$ cat config.mk
export PLATFORM = sky130hd
export DESIGN_NAME = slip_frame_decoder
export DESIGN_NICKNAME = d
export VERILOG_FILES = /design/src/rtl/core/sfd_pkg.sv /design/src/rtl/core/slip_frame_decoder.sv /design/src/rtl/core/sfd_cfg_regs.sv /design/src/rtl/core/sfd_step.sv
export SDC_FILE = /design/constraint.sdc
export NUM_CORES = 1
export LEC_CHECK = 0
export BUFFER_PORTS_ARGS = -buffer_cell sky130_fd_sc_hd__buf_2
export CAP_MARGIN = 20
export CELL_PAD_IN_SITES_DETAIL_PLACEMENT = 1
export CELL_PAD_IN_SITES_GLOBAL_PLACEMENT = 2
export CORE_MARGIN = 5
export CORE_UTILIZATION = 33
export CTS_CLUSTER_DIAMETER = 30
export DETAILED_ROUTE_END_ITERATION = 16
export GPL_TIMING_DRIVEN = 1
export PLACE_DENSITY_LB_ADDON = 0.3
export SYNTH_ARGS = -nofsm -noshare
export SYNTH_HDL_FRONTEND = slang
export SYNTH_SLANG_ARGS = --single-unit
$ cat constraint.sdc
create_clock -name clk -period 2.77 [get_ports clk]
set_input_delay 0.1385 -clock clk [delete_from_list [all_inputs] [get_ports clk]]
set_output_delay 0.1385 -clock clk [all_outputs]
set_load 0.02 [all_outputs]
$ cat src/rtl/core/sfd_pkg.sv
// ----------------------------------------------------------------------------
// sfd_pkg
// shared types, codes and sizes of the slip frame decoder
// ----------------------------------------------------------------------------
package sfd_pkg;

  localparam int MAX_FRAME = 256;
  localparam int FILL_W    = $clog2(MAX_FRAME + 1);
  localparam int ERRCNT_W  = 32;
  localparam int CODE_W    = 8;
  localparam int CFG_IDX_W = 3;
  localparam int LEN_W     = 9;
  localparam int POS_W     = 8;

  typedef enum logic [2:0] {
    MODE_IDLE = 3'b001,
    MODE_DATA = 3'b010,
    MODE_ESC  = 3'b100
  } mode_t;

  typedef enum logic [1:0] {
    KIND_NONE = 2'd0,
    KIND_DATA = 2'd1,
    KIND_DONE = 2'd2,
    KIND_ERR  = 2'd3
  } kind_t;

  typedef enum logic [1:0] {
    ERR_OVERFLOW = 2'd0,
    ERR_BAD_ESC  = 2'd1,
    ERR_START    = 2'd2
  } err_t;

  typedef enum logic [CFG_IDX_W-1:0] {
    REG_START      = 3'd0,
    REG_END        = 3'd1,
    REG_ESC        = 3'd2,
    REG_ESC_END    = 3'd3,
    REG_ESC_ESC    = 3'd4,
    REG_ESC_START  = 3'd5
  } cfg_reg_t;

  typedef struct packed {
    logic [CODE_W-1:0] start_code;
    logic [CODE_W-1:0] end_code;
    logic [CODE_W-1:0] escape_code;
    logic [CODE_W-1:0] escaped_end_code;
    logic [CODE_W-1:0] escaped_escape_code;
    logic [CODE_W-1:0] escaped_start_code;
  } sfd_codes_t;

  typedef struct packed {
    mode_t               mode;
    logic [FILL_W-1:0]   fill_count;
    logic [ERRCNT_W-1:0] error_count;
  } sfd_state_t;

  typedef struct packed {
    kind_t               kind;
    logic [CODE_W-1:0]   data_byte;
    logic [POS_W-1:0]    byte_position;
    logic [LEN_W-1:0]    frame_length;
    logic [1:0]          error_kind;
    logic [ERRCNT_W-1:0] error_total;
  } sfd_result_t;

endpackage

$ cat src/rtl/core/slip_frame_decoder.sv
// ----------------------------------------------------------------------------
// slip_frame_decoder
// slip framing decoder with start delimiter, one byte per word
//
//   channel   direction  handshake            payload
//   cfg       in         cfg_write            cfg_index, cfg_data
//   in        in         in_valid / in_stall  rx_byte
//   out       out        out_valid/out_stall  kind, data_byte, byte_position,
//                                             frame_length, error_kind,
//                                             error_total
//
// one word per cycle sustained while the output is not stalled
// stage one is the input register, stage two the result register
// decode and state update sit between the two
// out_stall holds both stages; in_stall rises only while stage one is full
// rst is synchronous, clears mode, fill count and error count, reloads codes
// ----------------------------------------------------------------------------
module slip_frame_decoder (
  input  logic                                clk,
  input  logic                                rst,
  input  logic                                cfg_write,
  input  logic [sfd_pkg::CFG_IDX_W-1:0]       cfg_index,
  input  logic [sfd_pkg::CODE_W-1:0]          cfg_data,
  input  logic                                in_valid,
  output logic                                in_stall,
  input  logic [sfd_pkg::CODE_W-1:0]          rx_byte,
  output logic                                out_valid,
  input  logic                                out_stall,
  output logic [1:0]                          kind,
  output logic [sfd_pkg::CODE_W-1:0]          data_byte,
  output logic [sfd_pkg::POS_W-1:0]           byte_position,
  output logic [sfd_pkg::LEN_W-1:0]           frame_length,
  output logic [1:0]                          error_kind,
  output logic [sfd_pkg::ERRCNT_W-1:0]        error_total
);
  import sfd_pkg::*;

  sfd_codes_t        codes;
  sfd_state_t        state;
  sfd_state_t        state_next;
  sfd_result_t       step_result;
  sfd_result_t       result;
  logic              s1_valid;
  logic [CODE_W-1:0] s1_byte;
  logic              out_ready;
  logic              load;
  logic              accept_in;

  sfd_cfg_regs u_cfg (
    .clk       (clk),
    .rst       (rst),
    .cfg_write (cfg_write),
    .cfg_index (cfg_index),
    .cfg_data  (cfg_data),
    .codes     (codes)
  );

  sfd_step u_step (
    .codes      (codes),
    .state      (state),
    .rx_byte    (s1_byte),
    .state_next (state_next),
    .result     (step_result)
  );

  assign out_ready = !out_valid || !out_stall;
  assign load      = s1_valid && out_ready;
  assign in_stall  = s1_valid && !out_ready;
  assign accept_in = in_valid && !in_stall;

  always_ff @(posedge clk) begin
    if (rst) begin
      s1_valid <= 1'b0;
    end else if (accept_in) begin
      s1_valid <= 1'b1;
    end else if (load) begin
      s1_valid <= 1'b0;
    end
  end

  always_ff @(posedge clk) begin
    if (accept_in) begin
      s1_byte <= rx_byte;
    end
  end

  always_ff @(posedge clk) begin
    if (rst) begin
      state.mode        <= MODE_IDLE;
      state.fill_count  <= '0;
      state.error_count <= '0;
    end else if (load) begin
      state <= state_next;
    end
  end

  always_ff @(posedge clk) begin
    if (rst) begin
      out_valid <= 1'b0;
    end else if (out_ready) begin
      out_valid <= s1_valid;
    end
  end

  always_ff @(posedge clk) begin
    if (load) begin
      result <= step_result;
    end
  end

  assign kind          = result.kind;
  assign data_byte     = result.data_byte;
  assign byte_position = result.byte_position;
  assign frame_length  = result.frame_length;
  assign error_kind    = result.error_kind;
  assign error_total   = result.error_total;

  a_err_count: assert property (@(posedge clk) disable iff (rst)
    (load && step_result.kind == KIND_ERR)
      |=> state.error_count == $past(state.error_count) + 1'b1)
    else $error("error count did not advance on an error word");

  a_fill_bound: assert property (@(posedge clk) disable iff (rst)
    state.fill_count <= FILL_W'(MAX_FRAME))
    else $error("fill count beyond frame capacity");

  a_idle_empty: assert property (@(posedge clk) disable iff (rst)
    state.mode == MODE_IDLE |-> state.fill_count == '0)
    else $error("idle with nonzero fill count");

  a_stall_full: assert property (@(posedge clk) disable iff (rst)
    in_stall |-> s1_valid && out_valid)
    else $error("input stalled with room in the pipeline");

endmodule

$ cat src/rtl/core/sfd_cfg_regs.sv
// ----------------------------------------------------------------------------
// sfd_cfg_regs
// framing code registers, written through the plain write port
// ----------------------------------------------------------------------------
module sfd_cfg_regs (
  input  logic                           clk,
  input  logic                           rst,
  input  logic                           cfg_write,
  input  logic [sfd_pkg::CFG_IDX_W-1:0]  cfg_index,
  input  logic [sfd_pkg::CODE_W-1:0]     cfg_data,
  output sfd_pkg::sfd_codes_t            codes
);
  import sfd_pkg::*;

  always_ff @(posedge clk) begin
    if (rst) begin
      codes.start_code          <= 8'd193;
      codes.end_code            <= 8'd192;
      codes.escape_code         <= 8'd219;
      codes.escaped_end_code    <= 8'd220;
      codes.escaped_escape_code <= 8'd221;
      codes.escaped_start_code  <= 8'd222;
    end else if (cfg_write) begin
      case (cfg_index)
        REG_START:     codes.start_code          <= cfg_data;
        REG_END:       codes.end_code            <= cfg_data;
        REG_ESC:       codes.escape_code         <= cfg_data;
        REG_ESC_END:   codes.escaped_end_code    <= cfg_data;
        REG_ESC_ESC:   codes.escaped_escape_code <= cfg_data;
        REG_ESC_START: codes.escaped_start_code  <= cfg_data;
        default: ;
      endcase
    end
  end

endmodule

$ cat src/rtl/core/sfd_step.sv
// ----------------------------------------------------------------------------
// sfd_step
// decode of one received byte: next state and result word
// ----------------------------------------------------------------------------
module sfd_step (
  input  sfd_pkg::sfd_codes_t          codes,
  input  sfd_pkg::sfd_state_t          state,
  input  logic [sfd_pkg::CODE_W-1:0]   rx_byte,
  output sfd_pkg::sfd_state_t          state_next,
  output sfd_pkg::sfd_result_t         result
);
  import sfd_pkg::*;

  logic [FILL_W-1:0] fill_inc;

  assign fill_inc = FILL_W'(state.fill_count + 1'b1);

  always_comb begin
    state_next = state;
    result     = '0;
    case (state.mode)
      MODE_DATA, MODE_ESC: begin
        if (state.fill_count >= FILL_W'(MAX_FRAME)) begin
          state_next.mode        = MODE_IDLE;
          state_next.fill_count  = '0;
          state_next.error_count = state.error_count + 1'b1;
          result.kind            = KIND_ERR;
          result.error_kind      = ERR_OVERFLOW;
        end else if (state.mode == MODE_ESC) begin
          if (rx_byte == codes.escaped_escape_code) begin
            result.kind      = KIND_DATA;
            result.data_byte = codes.escape_code;
          end else if (rx_byte == codes.escaped_end_code) begin
            result.kind      = KIND_DATA;
            result.data_byte = codes.end_code;
          end else if (rx_byte == codes.escaped_start_code) begin
            result.kind      = KIND_DATA;
            result.data_byte = codes.start_code;
          end else begin
            state_next.mode        = MODE_IDLE;
            state_next.fill_count  = '0;
            state_next.error_count = state.error_count + 1'b1;
            result.kind            = KIND_ERR;
            result.error_kind      = ERR_BAD_ESC;
          end
        end else begin
          if (rx_byte == codes.end_code) begin
            state_next.mode       = MODE_IDLE;
            state_next.fill_count = '0;
            result.kind           = KIND_DONE;
            result.frame_length   = LEN_W'(state.fill_count);
          end else if (rx_byte == codes.escape_code) begin
            state_next.mode = MODE_ESC;
          end else if (rx_byte == codes.start_code) begin
            state_next.mode        = MODE_IDLE;
            state_next.fill_count  = '0;
            state_next.error_count = state.error_count + 1'b1;
            result.kind            = KIND_ERR;
            result.error_kind      = ERR_START;
          end else begin
            result.kind      = KIND_DATA;
            result.data_byte = rx_byte;
          end
        end
        if (result.kind == KIND_DATA) begin
          result.byte_position  = POS_W'(state.fill_count);
          state_next.fill_count = fill_inc;
          state_next.mode       = MODE_DATA;
        end
      end
      default: begin
        state_next.fill_count = '0;
        state_next.mode       = (rx_byte == codes.start_code) ? MODE_DATA : MODE_IDLE;
      end
    endcase
    result.error_total = state_next.error_count;
  end

endmodule
==> results of run 1 <==
## metal layers
| metal | share of wire (%) | vias up | routed length, um |
|---|---|---|---|
| met5 | 0 | - | 0 |
| met1 | 50 | 3039 | 10900 |
| met4 | 1.5 | 0 | 334 |
| li1 | - | 3010 | - |
| met3 | 4.0 | 27 | 871 |
| met2 | 45 | 125 | 9750 |
## metrics by stage
stage                     hold slack, ps  setup WS [ps]  total power [mW]  setup TNS, ps
after floorplan                      237            116              2.87              0
after global placement               319           65.0              3.01              0
after detailed placement             321           65.6              3.02              0
after CTS                           10.1           46.9              5.50              0
after global routing                27.5          -28.1              5.66          -38.6
final                               16.7            108              5.45              0
## worst min-delay path, cell delays in order
cell and delay (ps):
buf_2 150, nand2_1 70, a21oi_1 50
## state kept, by name (all words and copies together) (netlist names)
register	flops
u_cfg.codes	48
state	44
error_total	32
frame_length	9
byte_position	8
data_byte	8
s1_byte	8
error_kind	2
kind	2
out_valid	1
s1_valid	1
## cell usage in the layout (no fill, tap or decap), types with 3 or more instances in the layout
cell type      instances
nor2_1                56
a22o_1                 5
o31ai_1               11
dfxtp_1               94
xnor2_1               52
clkbuf_16             17
or4_1                  7
nor4_2                 3
nand2_1              130
ha_1                   3
buf_4                 41
nor4_1                 8
nand3_1               49
and2_1                12
edfxtp_1              69
a21oi_1               49
buf_2                 86
a221oi_1               3
a211oi_1               8
inv_1                  6
inv_6                  4
o21ai_0               14
or3_1                  8
bufinv_16              3
dlygate4sd3_1         10
nor3_1                12
mux2i_1               14
nor2b_1               10
nand4_1               14
a31oi_1                3
xor2_1                43
nand3b_1               4
clkinvlp_4             3
and3_1                11
## logic make-up after synthesis
group,count (synthesis),share of synthesized area (%)
DFF,163,51.6
other,1,0.0489
buffers and inverters,54,3.25
AOI/OAI and AO/OA,116,9.86
and+or+nand+nor,342,22.0
xor gates and xnor gates,95,10.9
adders and majority gates,3,0.490
muxes,15,1.97
## final cells by class
type                       instances  share of cell area (%)
clock buffer                      18                    4.58
clock inverter                    14                    1.90
inverter                           8                   0.361
multi-input combinational        572                    37.3
sequential                       163                    42.2
tap                              313                    4.18
timing repair buffer             140                    9.50
## worst min path at each step
stage / endpoint / slack (ps)
3_3_place_gp: s1_byte[2] / 320
3_5_place_dp: s1_byte[2] / 320
4_1_cts: u_cfg.codes[36] / 10
5_1_grt: u_cfg.codes[36] / 30
2_1_floorplan: s1_byte[0] / 240
6_report: u_cfg.codes[37] / 20
## timing repair
item	4_1_cts	5_1_grt
buffers inserted	0	3
hold buffers	10	0
resized for setup	0	7
endpoints found under the setup margin	0	40
hold endpoints to repair	10	0
## report_power, final
group | total [mW] | internal [mW] | switching (mW)
clock | 2.47 | 1.43 | 1.04
sequential | 2.62 | 2.57 | 0.0499
combinational | 0.355 | 0.123 | 0.231
total | 5.45 | 4.13 | 1.32
==> results_dict.tcl, run 1 <==
set metrics [dict create \
    fin_area_um2 9360 \
    rr_startpoint "s1_byte[2]" \
    yosys_warnings 0 \
    min_period_over_period_pct 96.1 \
    cts_buffers 17 \
    reg2reg_setup_slack_ps 110 \
    startpoint_type "flip-flop" \
    antenna_cells 0 \
    antenna_found_initial 0 \
    place.gp.congestion 0.808 \
    clkSinkCount 163 \
    chipHeight_um 162 \
    drt-initial-drc-count 352 \
    io_buffers 86 \
    async_reset_ff_share_pct 0 \
    synth_top_cells_by_count "nand2_1 (130), dfxtp_1 (94), edfxtp_1 (69)" \
    cp_max_fo 26 \
    synth_top_area_cell "edfxtp_1" \
    whs_path_depth 3 \
    slew_headroom_pct 30.3 \
    crit_family "simple AND/OR/NAND/NOR gates" \
    p_per_area_nw_per_um2 582 \
    dpl-instance-area_um2 8610 \
    cp.depth 9 \
    syn-num-nets 816 \
    clk_pin_slew_ps 70 \
    firstDrtPassIters 5 \
    grt_use_met2_pct 25.4 \
    cts_tree "yes" \
    arrival_ps 2840 \
    fmax_mhz 376 \
    period_minus_slack_ps 2660 \
    placedCellCount 1183 \
    critPathRequiredTime_ps 2950 \
    num_rows 55 \
    drt-vias-per-instance 5.05 \
    end_kind "flip-flop" \
    wire_per_inst_um 17.8 \
    avgSynthCellArea_um2 9.72 \
    grt-ovfl-total 0 \
    synth_area_um2 7670 \
    maxSlewViolCount 0 \
    report.final.setup_viol 0 \
    crit_buf_inv 2 \
    crit_path_cell_trace "buf_4 > xnor2_1 > nand4_1 > nor4_2 > a31oi_2 > and2_1 > buf_12 > or3_1 > xnor2_1" \
    max_stage_delay_ps 540 \
    rsz0062_at_grt "true" \
    synth_top_cell_area_share_pct 27.0 \
    grt_max_degree 42 \
    grt_pass1_wl_um 35200 \
    drt.antenna.violating_nets 0 \
    fp.dieArea_um2 26400 \
    ioPinCount 87 \
    final_util_pct 41.1 \
    ys_seq_area_share_pct 51.6 \
    grt_busiest_layer "met2" \
    vias 6201 \
    reg2reg_depth 9 \
    clock_skew_ps 9.40 \
    n_fill_cell 2605 \
    regArea_um2 3950 \
    drcViolationCount 0 \
    outcome "finished, final reports clean" \
    h-tree-depth 4 \
    synth_flop_cell "dfxtp_1" \
    netlist_top_cells_area "edfxtp_1 (27%), dfxtp_1 (25%), nand2_1 (6.4%), xnor2_1 (5.9%), xor2_1 (4.9%)" \
    ys_ff_latch 163 \
    critPathCapture "error_total[5]" \
    finalHoldViolCount 0 \
    fin_cells 1228 \
    ys_types 65 \
    power.leakage_nw 3.45 \
    fp.dieW_um 162 \
    use_met1_pct 24.6 \
    tightest_slew_ps 1040 \
    cap_violations 0 \
    critPathSlowestCell "edfxtp_1" \
    cts_buffer_depth 2 \
    multi_input_area_um2 3490 \
    wl_um 21900 \
    grt_pass1_vias 6156 \
    clkLatencyLatePin_ps 430 \
    dp_hpwl_um 15800 \
    root_buffer "clkbuf_16" \
    synth.most_common_cell "nand2_1" \
    cpMostUsedCell "xnor2_1" \
    ir_drop_mv 0.359 \
    core_area_um2 22800 \
    nets 929 \
    area_growth_pct 22.1 \
    crit_type "flip-flop to flip-flop" \
    crit-reg2reg-capture "error_total[5]" \
    syn-instance-count 789 \
    synth-edff-count 69 \
    drive_gt1_share_pct 19.9 \
    hp-start "cfg_data[5]" \
    initial_utilization_pct 33.7 \
    use_met3_pct 2.96 \
    hold_class "input port to flip-flop" \
    gr-usage-all-layers_pct 16.9 \
    cp-startpoint "s1_byte[2]" \
]
Note: power is estimated with default switching activity, not from simulation.
==> run 2, diff against run 1 <==
--- a/config.mk
+++ b/config.mk
@@ -10,11 +10,12 @@
 export CELL_PAD_IN_SITES_DETAIL_PLACEMENT = 1
 export CELL_PAD_IN_SITES_GLOBAL_PLACEMENT = 2
 export CORE_MARGIN = 5
-export CORE_UTILIZATION = 33
+export CORE_UTILIZATION = 35
 export CTS_CLUSTER_DIAMETER = 30
 export DETAILED_ROUTE_END_ITERATION = 16
 export GPL_TIMING_DRIVEN = 1
 export PLACE_DENSITY_LB_ADDON = 0.3
 export SYNTH_ARGS = -nofsm -noshare
 export SYNTH_HDL_FRONTEND = slang
+export SYNTH_HIERARCHICAL = 1
 export SYNTH_SLANG_ARGS = --single-unit
==> results_dict.tcl, run 2 <==
set metrics [dict create \
    outcome "finished, final reports clean" \
    startpoint_type "flip-flop" \
    synth-edff-count 69 \
    top_register "u_cfg/codes" \
    ys_seq_area_share_pct 47.0 \
    root_buffer "clkbuf_16" \
    dpl-instance-area_um2 8820 \
    netlist_top_cells_area "edfxtp_1 (25%), dfxtp_1 (22%), mux2i_1 (12%), nand2b_1 (8.5%), xor2_1 (7.2%)" \
    critPathRequiredTime_ps 3120 \
    cts_buffer_depth 2 \
    drcViolationCount 0 \
    drt-initial-drc-count 219 \
    wire_per_inst_um 17.5 \
    drt-vias-per-instance 4.89 \
    largest_register_ffs 48 \
    power.leakage_nw 3.86 \
    chipHeight_um 165 \
    drive_gt1_share_pct 20.6 \
    grt-ovfl-total 0 \
    initial_utilization_pct 35.7 \
    h-tree-depth 4 \
    vias 5863 \
    fin_area_um2 9780 \
    ioPinCount 87 \
    nets 894 \
    period_minus_slack_ps 2700 \
    ys_types 50 \
    syn-num-nets 820 \
    core_area_um2 23500 \
    async_reset_ff_share_pct 0 \
    synth_area_um2 8410 \
    ir_drop_mv 0.354 \
    wl_um 21000 \
    tns_ps 0 \
    cp_max_fo 7 \
    cts_buffers 17 \
    route.met3.wl_um 696 \
    worst_slack_ps 67.3 \
    num_rows 56 \
    min_period_over_period_pct 97.6 \
    cap_violations 0 \
    met2_length_um 10800 \
    clk_pin_slew_ps 60 \
    io_buffers 86 \
    fp.dieArea_um2 27200 \
    internal_power_mw 4.15 \
    placedCellCount 1133 \
    hold_class "input port to flip-flop" \
    layout_common_cells "nand2b_1 (114), mux2i_1 (100), dfxtp_1 (94)" \
    wl_met1_um 9170 \
    p_per_area_nw_per_um2 550 \
    p_seq_share_pct 48.3 \
    synth.most_common_cell "nand2b_1" \
    maxSlewViolCount 0 \
    dp_slack_ps -55.1 \
    end_kind "flip-flop" \
    finalHoldViolCount 0 \
    syn-instance-count 793 \
    grt_pass1_wl_um 32800 \
    clkSinkCount 163 \
    slew_headroom_pct 47.4 \
    arrival_ps 3050 \
    highest_layer "met4" \
    clkLatencyLatePin_ps 420 \
    clock_skew_ps 11.4 \
    firstDrtPassIters 4 \
    fin_cells 1199 \
    synth_top_cell_area_share_pct 24.6 \
    fp.dieW_um 165 \
    grt_max_degree 112 \
    yosys_warnings 6 \
    area_growth_pct 16.2 \
    crit_type "flip-flop to flip-flop" \
    grt_pass1_vias 6157 \
    avgSynthCellArea_um2 10.6 \
    dp_hpwl_um 14700 \
    antenna_cells 0 \
    final_common_cell "nand2b_1" \
    synth_top_cells_by_count "nand2b_1 (114), mux2i_1 (100), dfxtp_1 (94)" \
    switching_power_mw 1.23 \
    p_sw_share_pct 22.8 \
    cts_tree "yes" \
    report.final.setup_viol 0 \
    drt.antenna.violating_nets 0 \
    ys_ff_latch 163 \
    place.gp.congestion 0.814 \
    clkPwrFrac_pct 44.2 \
    synth_flop_cell "dfxtp_1" \
    antenna_found_initial 0 \
    synth_top_area_cell "edfxtp_1" \
    gr-usage-all-layers_pct 15.5 \
    comb_power_share_pct 7.5 \
    tightest_slew_ps 785 \
    rsz0062_at_grt "true" \
    reg2reg_setup_slack_ps 70 \
    fmax_mhz 370 \
]
[run 2: cell count changes in the layout (fill, tap and decap cells not counted), moves of 8 or more]
cell      change
nand3_1      -36
xor2_1       +26
nor2b_1       -9
mux2i_1      +86
nor2_1       +14
o31ai_1      -11
o21ai_0      -10
a21oi_1      -37
a211oi_1      -8
nand2b_1    +113
nand2_1     -101
xnor2_1      -37
[run 2: worst paths after layout]
check	start	to	cells past startpoint
worst max-delay path	s1_byte[5]	state[27]	11
worst min-delay path	cfg_data[1]	u_cfg/codes[25]	3
worst max register to register	s1_byte[5]	state[27]	11
worst min register to register	state[31]	state[31]	2
[run 2: worst max-delay path, cell delays in order (launching register included)]
cell and delay (ps):
edfxtp_1 540, buf_4 210, xor2_1 210, nor4_2 100, nand2_1 110, nand4_1 170, buf_4 210, a21oi_2 370
and4_1 270, xor2_1 200, nand2b_1 80, mux2i_1 140
[run 2: layout make-up]
class / instances / area, um^2
Clock buffer: 25 / 529
Clock inverter: 7 / 67.6
Fill cell: 2632 / 13800
Inverter: 7 / 26.3
Multi-Input combinational cell: 542 / 3940
Sequential cell: 163 / 3950
Tap cell: 319 / 399
Timing Repair Buffer: 136 / 861
[run 2: logic make-up (layout without fill, tap and decap cells)]
group | count (synthesis) | after routing | share of synthesized area [%]
multiplexers | 101 | 101 | 12.0
adder cells (fa/ha/maj) | 3 | 3 | 0.446
other | 1 | 1 | 0.0446
buffers and inverters | 89 | 175 | 7.29
flip-flops | 163 | 163 | 47.0
XOR/XNOR | 85 | 85 | 8.85
AO/OA/AOI/OAI | 33 | 33 | 2.77
AND/OR/NAND/NOR | 318 | 319 | 21.6
[run 2: power groups by stage]
stage	sequential (mW)	clock [mW]	combinational, mW
final	2.60	2.38	0.403
after global routing	2.61	2.55	0.432
after CTS	2.61	2.44	0.372
after detailed placement	2.67	0	0.359
after global placement	2.66	0	0.348
after floorplan	2.69	0	0.220
[run 2: what timing repair did]
| action | CTS | global route |
|---|---|---|
| setup endpoints to repair | 5 | 69 |
| hold endpoints to repair | 11 | 0 |
| setup buffers | 0 | 22 |
| cloned | 1 | 0 |
| pin swaps | 1 | 4 |
| hold buffers | 11 | 0 |
| gates resized for setup | 2 | 11 |
[run 2: stage by stage]
stage / power (mW) / util, % / hold WS [ps]
4_1_cts: 5.43 / 40.6 / 3.22
5_1_grt: 5.59 / 41.5 / 37.9
3_5_place_dp: 3.02 / 37.5 / 318
3_3_place_gp: 3.01 / 37.5 / 316
2_1_floorplan: 2.92 / - / 237
6_report: 5.38 / 41.5 / 21.6
[run 2: per-layer routing]
metal,vias to the layer above,track usage (%)
li1,2831,-
met1,2919,19.0
met2,91,27.1
met3,22,3.17
met4,0,5.03
met5,-,0
